--- src/mu8d_pkg.sv ---
// Shared types and codes for the modified UTF-8 string decoder.
// No dependencies; every other file of the block imports this package.
package mu8d_pkg;

   typedef enum logic [2:0] {
      PH_LEN_HI = 3'b001,
      PH_LEN_LO = 3'b010,
      PH_BODY   = 3'b100
   } mu8d_phase_type;

   localparam logic [1:0] KIND_NONE  = 2'd0;
   localparam logic [1:0] KIND_CHAR  = 2'd1;
   localparam logic [1:0] KIND_ERROR = 2'd2;

   localparam logic [1:0] ERR_NONE     = 2'd0;
   localparam logic [1:0] ERR_PARTIAL  = 2'd1;
   localparam logic [1:0] ERR_BAD_CONT = 2'd2;
   localparam logic [1:0] ERR_BAD_LEAD = 2'd3;

   // Continuation codes: what the next body byte is expected to be.
   localparam logic [1:0] CONT_LEAD      = 2'd0;
   localparam logic [1:0] CONT_TWO_LAST  = 2'd1;
   localparam logic [1:0] CONT_THREE_MID = 2'd2;
   localparam logic [1:0] CONT_THREE_END = 2'd3;

   typedef struct packed {
      mu8d_phase_type phase;
      logic [7:0]     length_high;
      logic [15:0]    bytes_left;
      logic [15:0]    body_index;
      logic [15:0]    char_acc;
      logic [1:0]     cont_due;
      logic           discarding;
   } mu8d_state_type;

   typedef struct packed {
      logic [1:0]  kind;
      logic [15:0] char_code;
      logic [1:0]  error_code;
      logic [15:0] error_position;
      logic        frame_end;
   } mu8d_result_type;

endpackage

--- src/mu8d_step.sv ---
// Per-word decode logic: next decoder state and the result for one byte.
// Depends on mu8d_pkg for the state and result structs and the codes.
module mu8d_step (
   input  mu8d_pkg::mu8d_state_type  state_cur,
   input  logic [7:0]                in_byte,
   output mu8d_pkg::mu8d_state_type  state_next,
   output mu8d_pkg::mu8d_result_type result
);
   import mu8d_pkg::*;

   logic [3:0]  hi_nib;
   logic [21:0] acc_shift;
   logic [15:0] left_dec;
   logic [15:0] idx_p1;
   logic [15:0] idx_p2;
   logic [15:0] idx_p3;
   logic        is_cont;

   assign hi_nib    = in_byte[7:4];
   assign acc_shift = {state_cur.char_acc, in_byte[5:0]};
   assign left_dec  = state_cur.bytes_left - 16'd1;
   assign idx_p1    = state_cur.body_index + 16'd1;
   assign idx_p2    = state_cur.body_index + 16'd2;
   assign idx_p3    = state_cur.body_index + 16'd3;
   assign is_cont   = (in_byte[7:6] == 2'b10);

   always_comb begin
      state_next = state_cur;
      result     = '0;
      case (state_cur.phase)
         PH_LEN_LO: begin
            state_next.bytes_left = {state_cur.length_high, in_byte};
            state_next.body_index = '0;
            state_next.char_acc   = '0;
            state_next.cont_due   = CONT_LEAD;
            state_next.discarding = 1'b0;
            if ({state_cur.length_high, in_byte} == 16'd0) begin
               result.frame_end = 1'b1;
               state_next.phase = PH_LEN_HI;
            end else begin
               state_next.phase = PH_BODY;
            end
         end
         PH_BODY: begin
            if (state_cur.discarding) begin
               // The rest of a failed body is swallowed.
            end else if (state_cur.cont_due != CONT_LEAD) begin
               if (!is_cont) begin
                  result.kind       = KIND_ERROR;
                  result.error_code = ERR_BAD_CONT;
                  // Position is lead index + 2 for either character length.
                  result.error_position = (state_cur.cont_due == CONT_THREE_END) ?
                                          state_cur.body_index : idx_p1;
                  state_next.cont_due   = CONT_LEAD;
                  state_next.discarding = 1'b1;
               end else if (state_cur.cont_due == CONT_THREE_MID) begin
                  state_next.char_acc = acc_shift[15:0];
                  state_next.cont_due = CONT_THREE_END;
               end else begin
                  result.kind         = KIND_CHAR;
                  result.char_code    = acc_shift[15:0];
                  state_next.char_acc = '0;
                  state_next.cont_due = CONT_LEAD;
               end
            end else if (!in_byte[7]) begin
               result.kind      = KIND_CHAR;
               result.char_code = {8'd0, in_byte};
            end else if (hi_nib == 4'hC || hi_nib == 4'hD) begin
               if (state_cur.bytes_left < 16'd2) begin
                  result.kind           = KIND_ERROR;
                  result.error_code     = ERR_PARTIAL;
                  result.error_position = idx_p2;
                  state_next.discarding = 1'b1;
               end else begin
                  state_next.char_acc = {11'd0, in_byte[4:0]};
                  state_next.cont_due = CONT_TWO_LAST;
               end
            end else if (hi_nib == 4'hE) begin
               if (state_cur.bytes_left < 16'd3) begin
                  result.kind           = KIND_ERROR;
                  result.error_code     = ERR_PARTIAL;
                  result.error_position = idx_p3;
                  state_next.discarding = 1'b1;
               end else begin
                  state_next.char_acc = {12'd0, in_byte[3:0]};
                  state_next.cont_due = CONT_THREE_MID;
               end
            end else begin
               result.kind           = KIND_ERROR;
               result.error_code     = ERR_BAD_LEAD;
               result.error_position = state_cur.body_index;
               state_next.discarding = 1'b1;
            end
            state_next.body_index = idx_p1;
            state_next.bytes_left = left_dec;
            if (left_dec == 16'd0) begin
               result.frame_end      = 1'b1;
               state_next.phase      = PH_LEN_HI;
               state_next.body_index = '0;
               state_next.char_acc   = '0;
               state_next.cont_due   = CONT_LEAD;
               state_next.discarding = 1'b0;
            end
         end
         default: begin
            state_next.length_high = in_byte;
            state_next.phase       = PH_LEN_LO;
         end
      endcase
   end

endmodule

--- src/modified_utf8_string_decoder_core.sv ---
// Each accepted byte is held in the input register, then its result in the result register.
// Throughput: one byte per cycle while rsp_ready is high; every accepted word yields exactly one result word.
// The decoder state advances only when the input register hands its byte to the result register.
// Reset (synchronous, active high) empties both registers and returns the decoder to
// expecting the high length byte with all counters cleared.
// Depends on mu8d_pkg and mu8d_step.
module modified_utf8_string_decoder_core (
   input  logic        clock,
   input  logic        reset,
   input  logic        req_valid,
   output logic        req_ready,
   input  logic [7:0]  req_in_byte,
   output logic        rsp_valid,
   input  logic        rsp_ready,
   output logic [1:0]  rsp_kind,
   output logic [15:0] rsp_char_code,
   output logic [1:0]  rsp_error_code,
   output logic [15:0] rsp_error_position,
   output logic        rsp_frame_end
);
   import mu8d_pkg::*;

   logic            in_valid_ff;
   logic            in_valid_in;
   logic [7:0]      in_byte_ff;
   logic            out_valid_ff;
   logic            out_valid_in;
   mu8d_result_type out_ff;
   mu8d_state_type  state_ff;
   mu8d_state_type  state_in;
   mu8d_result_type step_result;
   logic            advance;

   // The input register passes its word on whenever the result register is free.
   assign advance   = in_valid_ff && (!out_valid_ff || rsp_ready);
   assign req_ready = !in_valid_ff || advance;

   assign in_valid_in  = (req_valid && req_ready) || (in_valid_ff && !advance);
   assign out_valid_in = advance || (out_valid_ff && !rsp_ready);

   mu8d_step u_step (
      .state_cur  (state_ff),
      .in_byte    (in_byte_ff),
      .state_next (state_in),
      .result     (step_result)
   );

   always_ff @(posedge clock) begin
      if (reset) begin
         in_valid_ff  <= 1'b0;
         out_valid_ff <= 1'b0;
         state_ff     <= '{phase: PH_LEN_HI, default: '0};
      end else begin
         in_valid_ff  <= in_valid_in;
         out_valid_ff <= out_valid_in;
         if (advance) begin
            state_ff <= state_in;
         end
      end
   end

   always_ff @(posedge clock) begin
      if (req_valid && req_ready) begin
         in_byte_ff <= req_in_byte;
      end
      if (advance) begin
         out_ff <= step_result;
      end
   end

   assign rsp_valid          = out_valid_ff;
   assign rsp_kind           = out_ff.kind;
   assign rsp_char_code      = out_ff.char_code;
   assign rsp_error_code     = out_ff.error_code;
   assign rsp_error_position = out_ff.error_position;
   assign rsp_frame_end      = out_ff.frame_end;

   a_error_has_code: assert property (@(posedge clock) disable iff (reset)
      (rsp_valid && rsp_kind == KIND_ERROR) |-> (rsp_error_code != ERR_NONE))
      else $error("error result without an error code");

   a_discard_in_body: assert property (@(posedge clock) disable iff (reset)
      state_ff.discarding |-> (state_ff.phase == PH_BODY && state_ff.cont_due == CONT_LEAD))
      else $error("discarding outside a body or with a character pending");

   a_advance_fills_out: assert property (@(posedge clock) disable iff (reset)
      advance |=> rsp_valid)
      else $error("handed-off word did not reach the result register");

   a_no_overwrite: assert property (@(posedge clock) disable iff (reset)
      (rsp_valid && !rsp_ready) |=> ($stable(out_ff) && rsp_valid))
      else $error("stalled result word was overwritten");

endmodule

--- config.mk ---
export PLATFORM = sky130hd
export DESIGN_NAME = modified_utf8_string_decoder_core
export DESIGN_NICKNAME = d
export VERILOG_FILES = /design/src/mu8d_pkg.sv /design/src/mu8d_step.sv /design/src/modified_utf8_string_decoder_core.sv
export SDC_FILE = /design/constraint.sdc
export NUM_CORES = 1
export LEC_CHECK = 0
export BUFFER_PORTS_ARGS = -buffer_cell sky130_fd_sc_hd__buf_2
export CAP_MARGIN = 20
export CORE_MARGIN = 2
export CORE_UTILIZATION = 50
export CTS_CLUSTER_SIZE = 30
export DETAILED_ROUTE_END_ITERATION = 12
export PLACE_DENSITY = 0.73
export SLEW_MARGIN = 30
export SYNTH_ARGS = -nofsm -noshare
export SYNTH_HDL_FRONTEND = slang
export SYNTH_SLANG_ARGS = --single-unit
--- constraint.sdc ---
create_clock -name clock -period 3.5 [get_ports clock]
set_clock_uncertainty 0.2 [all_clocks]
set_input_delay 0.7 -clock clock [delete_from_list [all_inputs] [get_ports clock]]
set_output_delay 0.7 -clock clock [all_outputs]
set_load 0.005 [all_outputs]
* Word level (Yosys, flattened, before mapping)
Cells that the tools add are included.
** Word-level totals
- Output and inout port bits :: 39
- Bits of input ports :: 12
- Bits in registers :: 103
** Operators by class
- Add/sub/neg operators :: 4
- Mux-type cells :: 39
- Bitwise logic cells :: 2
- $lt $le $gt $ge :: 2
- Equal/unequal tests :: 15
- Reduce and logical (&&, ||, !) cells :: 24
** Operators by type and width (count)
- $mux 18 :: 8
- $pmux 51 s2 :: 1
- $mux 19 :: 4
- $mux 17 :: 3
- $mux 16 :: 3
- $mux 36 :: 1
- $mux 35 :: 1
- $add 16x2->16 const B :: 2
- $logic_not 16->1 :: 2
- $lt 16x2->1 const B :: 2
- $add 16x1->16 const B :: 1
- $sub 16x1->16 const B :: 1
- $mux 2 :: 7
- $eq 4x4->1 const B :: 3
- $reduce_and 8->1 :: 1
- $mux 7 :: 1
- $reduce_and 7->1 :: 1
- $eq 2x2->1 const B :: 3
- $mux 1 :: 6
- $mux 3 :: 2
- $pmux 3 s2 :: 1
- $reduce_and 2->1 :: 3
- $logic_or 1x1->1 :: 5
- $ne 5x1->1 const B :: 1
- other kinds (14) :: 23

* Depth between registers and ports, before layout
- Word-level depth :: 9
- Gate-level depth with buffers :: 11

* Modules after synthesis
Synthesis repeated with hierarchy kept, for this count alone.
** Unflattened totals
- Cells, all modules :: 945
- Area total of the unflattened synthesis :: 7890.1 um2
** By module, submodules not included
- modified_utf8_string_decoder_core :: sequential area each 2632.5 um2, cells each 324, times used 1, area each 4279.1 um2
- mu8d_step :: sequential area each 0.0 um2, cells each 621, times used 1, area each 3611.0 um2

* Worst setup path after synthesis
No wires, ideal clock.
- Path type :: input port to flip-flop
- Start point :: input port rsp_ready
- End point :: register state_ff[51] (netlist bit)
- Cell stages on the path :: 6
- Path buffers :: 0
- Arrival time :: 2.624 ns
- Library setup time :: 0.128 ns
- Slack :: 0.549 ns
- Cell sequence :: nor2b_1 nand2b_1 inv_1 o21ai_1 mux2i_1 nor2_1
** On the way
- Longest elaborated chain between the ends :: 3
** RTL lines
- start, declared :: line modified_utf8_string_decoder_core.sv:14 : input logic rsp_ready,
- $logic_or 1x1->1 :: line modified_utf8_string_decoder_core.sv:35 : assign advance = in_valid_ff && (!out_valid_ff || rsp_ready);
- $logic_and 1x1->1 :: line modified_utf8_string_decoder_core.sv:35
- via advance :: line modified_utf8_string_decoder_core.sv:32 : logic advance;
- $reduce_and 2->1 (no line)
- end signal, assigned :: line modified_utf8_string_decoder_core.sv:57 : state_ff <= state_in;
- end, declared :: line modified_utf8_string_decoder_core.sv:29 : mu8d_state_type state_ff;
The timed path passes the listed nets, and every way through them passes these cells.
A chain may end at the register's enable or synchronous reset.

* Worst setup path after layout
- Start point :: register state_ff[35] (netlist bit)
- End point :: register state_ff[25] (netlist bit)
** On the way
- Longest elaborated chain between the ends :: 4
** RTL lines
- $sub 16x1->16 :: line mu8d_step.sv:21 : assign left_dec = state_cur.bytes_left - 16'd1;
- $logic_not 16->1 :: line mu8d_step.sv:96 : if (left_dec == 16'd0) begin
- $mux 35 :: line mu8d_step.sv:96
- $pmux 51 s2 :: line mu8d_step.sv:30 : case (state_cur.phase)
Every way passes these cells.

==> results by group <==
GRT
  – Gr ovfl total: 0
  – Vias in the first global route: approximately 4.9k
  – Initial antenna violation count: 0
  – Global-route wire length before repair: 25,200 µm
  – GR Util All Layers: 25.2%
  – Largest net degree at the start of global routing: 41

Outcome
  – Status: finished, final reports clean

Worst setup path
  – Nature of the critical path startpoint: register
  – Crit path max fanout: 11
  – Crit end category: register
  – CP max-delay cell: or3b_2
  – Critical path required time: 3.55 ns
  – CP max stage delay: 0.47 ns
  – Worst Path Class, Setup: register to register
  – CP Cell Sequence: inv_1 -> ha_1 -> or3b_2 -> a211oi_1 -> o31ai_1 -> a21oi_2 -> nand2_1 -> o311ai_0
  – Worst Path Arrival: 3.18 ns

Final layout
  – Layout cells sized above 1: ~15%
  – Area Overhead vs Synth: 11.2%
  – Ant. Diodes: 0
  – Nets: 693
  – Reg area: around 2500 µm²
  – Area of the multi-input gates: about 3000 µm²
  – Commonest non-fill, non-tap cell in the layout: nor2_1
  – Fill cells: between 900 and 1k
  – Most frequent cells in the layout: nor2_1, dfxtp_1, nand2_1

Detailed routing
  – DRT iter0 DRCs: about 540
  – DRC: 0
  – Detailed Routing Iterations Pass 1: 5
  – Final wirelength: 15,300 µm
  – Antenna Nets Post-Route: 0
  – Post-DR vias/cell: approximately 6.5
  – WL/cell: 18.6 µm
  – Via count: 5,321

Yosys
  – Synth Cell Area: about 5800 µm²
  – Yosys reg bits: approximately 100
  – Main synth FF type: dfxtp_1
  – Syn Nets: 666
  – Post-synth EDFFs: between 40 and 50
  – Post-synth cell types: 74
  – Part of the Yosys area used for sequential elements: 43.4%
  – Share of flip-flops with an asynchronous set or reset: 0%
  – Syn Inst Count: 647
  – Syn_area_per_cell: between 8 and 9 µm²
  – Ys Warns: 0

Die
  – Die width: around 110 µm
  – Core Area: 11,400 µm²
  – Full die area: 12,400 µm²
  – Site row count: 39
  – I/O pin count: 51
  – Initial Util: 50.9%
  – Die Ht: ~110 µm

STA
  – Final min period: 3.13 ns
  – Final setup fails: 0
  – Final hold violations: 0
  – Worst-margin pin slew: 0.898 ns
  – Setup ws final: 0.370 ns
  – RSZ-0062 raised after global routing: no
  – Max-slew headroom: about two fifths
  – Peak Freq: about 320 MHz
  – Final period util: 89.4%
  – Max-slew violations: 0
  – Setup TNS Final: 0 ns

Pwr
  – Psw: 594 µW
  – Clock Power Share: 41.1%
  – Max VDD drop: around 0.25 mV
  – Pwr dens: slightly below 400 nW/µm²
  – Leakage power: 2.21 nW
  – Internal power: 1.91 mW
  – Seq pwr share: a little over half
  – Combinational power share: 6.6%
  – Switching share of power: 23.7%

Clock network
  – CTS root buffer: clkbuf_16
  – Post-CTS Setup Bufs: 0
  – H-Tree Level Count: 3
  – Hold buffers post-CTS: 0
  – Post-CTS Resized: 0
  – Clock Pin Slew Worst Setup and Hold Paths: roughly 0.070 ns
  – CTS Buf Count: 9
  – Sink Count: 103
  – CTS tree: yes
  – Clk_lat worst skew: 0.36 ns
  – CTS max path bufs: 2

Placed design
  – Final GP Congestion: 0.947
  – Setup WS pre-CTS: 0.385 ns
  – Buffers on Ports: 50
  – DP Wirelength: 11,000 µm

Min path
  – Min-Delay Path Class: register to register

Flow run
  – MaxCap Viol Count: 0
==> registers in the layout (all words and copies together) (netlist names) <==
name	cells
state_ff	56
rsp_char_code	16
rsp_error_position	16
in_byte_ff	8
rsp_error_code	2
rsp_kind	2
in_valid_ff	1
rsp_frame_end	1
rsp_valid	1
==> cell type report <==
| class | count | share of cell area [%] |
|---|---|---|
| multi-input cells | 479 | 46.8 |
| clock buffers | 10 | 3.56 |
| clock inverters | 6 | 1.05 |
| inverters | 13 | 0.759 |
| repair buffers | 68 | 5.99 |
| flip-flops and latches | 103 | 39.1 |
| well taps | 143 | 2.78 |
==> stage by stage <==
| stage | hold slack (ns) | std cells | cell area [µm²] | total power, mW | util [%] |
|---|---|---|---|---|---|
| final | 0.280 | 822 | 6430 | 2.50 | 56.6 |
| after global routing | 0.290 | 822 | 6430 | 2.58 | 56.6 |
| after CTS | 0.278 | 822 | 6430 | 2.51 | 56.6 |
| after detailed placement | 0.261 | 806 | 6140 | 1.50 | 54.0 |
| after global placement | 0.258 | 806 | 6140 | 1.49 | 54.0 |
| after floorplan | 0.224 | 647 | 5790 | 1.43 | - |
==> path summary, 6_finish.rpt <==
kind / startpoint / endpoint / slack (ns) / cells past startpoint
setup / recovery: state_ff[35] / state_ff[25] / 0.37 / 8
hold reg to reg: state_ff[10] / state_ff[10] / 0.28 / 1
setup reg to reg: state_ff[35] / state_ff[25] / 0.37 / 8
hold / removal: state_ff[10] / state_ff[10] / 0.28 / 1
==> Yosys cell counts (6+ instances only) <==
library cell   n  area share, %
a211oi_1       8            1.0
a21oi_1       33            2.9
a22o_1        11            1.7
a22oi_1        7           0.91
a31oi_1       11            1.2
and2_1        24            2.6
buf_2          7           0.61
clkbuf_1      39            2.5
dfxtp_1       58             20
edfxtp_1      45             23
ha_1           7            1.5
inv_1         13           0.84
mux2i_1       11            1.9
nand2_1       57            3.7
nand3_1       23            2.0
nand4_1       14            1.5
nor2_1        70            4.5
nor3_1        14            1.2
nor4_1        11            1.2
o21ai_0       31            2.7
o22ai_1       11            1.2
o31ai_1        8            1.0
o32ai_1        7            1.1
or3_1          6           0.65
xnor2_1       12            1.8
==> per-layer routing <==
| layer | routed length (µm) | track usage [%] | vias up |
|---|---|---|---|
| met5 | 0 | 0 | - |
| met4 | 550 | 12.3 | 0 |
| met3 | 1260 | 5.23 | 55 |
| met2 | 6970 | 38.6 | 280 |
| met1 | 6520 | 34.2 | 2490 |
| li1 | - | - | 2496 |
==> critical path: cells and delay by family, from the launching register on <==
family,cells,cell delay (ns)
buffers and inverters,1,0.11
DFF,1,0.40
AOI/OAI and AO/OA,4,1.25
and+or+nand+nor,2,0.78
adders and majority gates,1,0.29
==> kinds of logic (layout without fill, tap and decap cells) <==
kind of cell | after synthesis | after routing | share of synthesized area, %
xor gates and xnor gates | 14 | 14 | 2.12
adders and majority gates | 7 | 7 | 1.51
buffers and inverters | 65 | 97 | 4.69
AOI/OAI and AO/OA | 177 | 177 | 21.3
DFF | 103 | 103 | 43.4
and+or+nand+nor | 270 | 270 | 25.1
muxes | 11 | 11 | 1.90
==> power groups by stage <==
| stage | logic, mW | registers [mW] | clock network [mW] |
|---|---|---|---|
| floorplan | 0.105 | 1.33 | 0 |
| global placement | 0.160 | 1.33 | 0 |
| detailed placement | 0.162 | 1.34 | 0 |
| CTS | 0.163 | 1.31 | 1.04 |
| global route | 0.179 | 1.31 | 1.09 |
| finish | 0.165 | 1.31 | 1.03 |
Note: power is estimated with default switching activity, not from simulation.
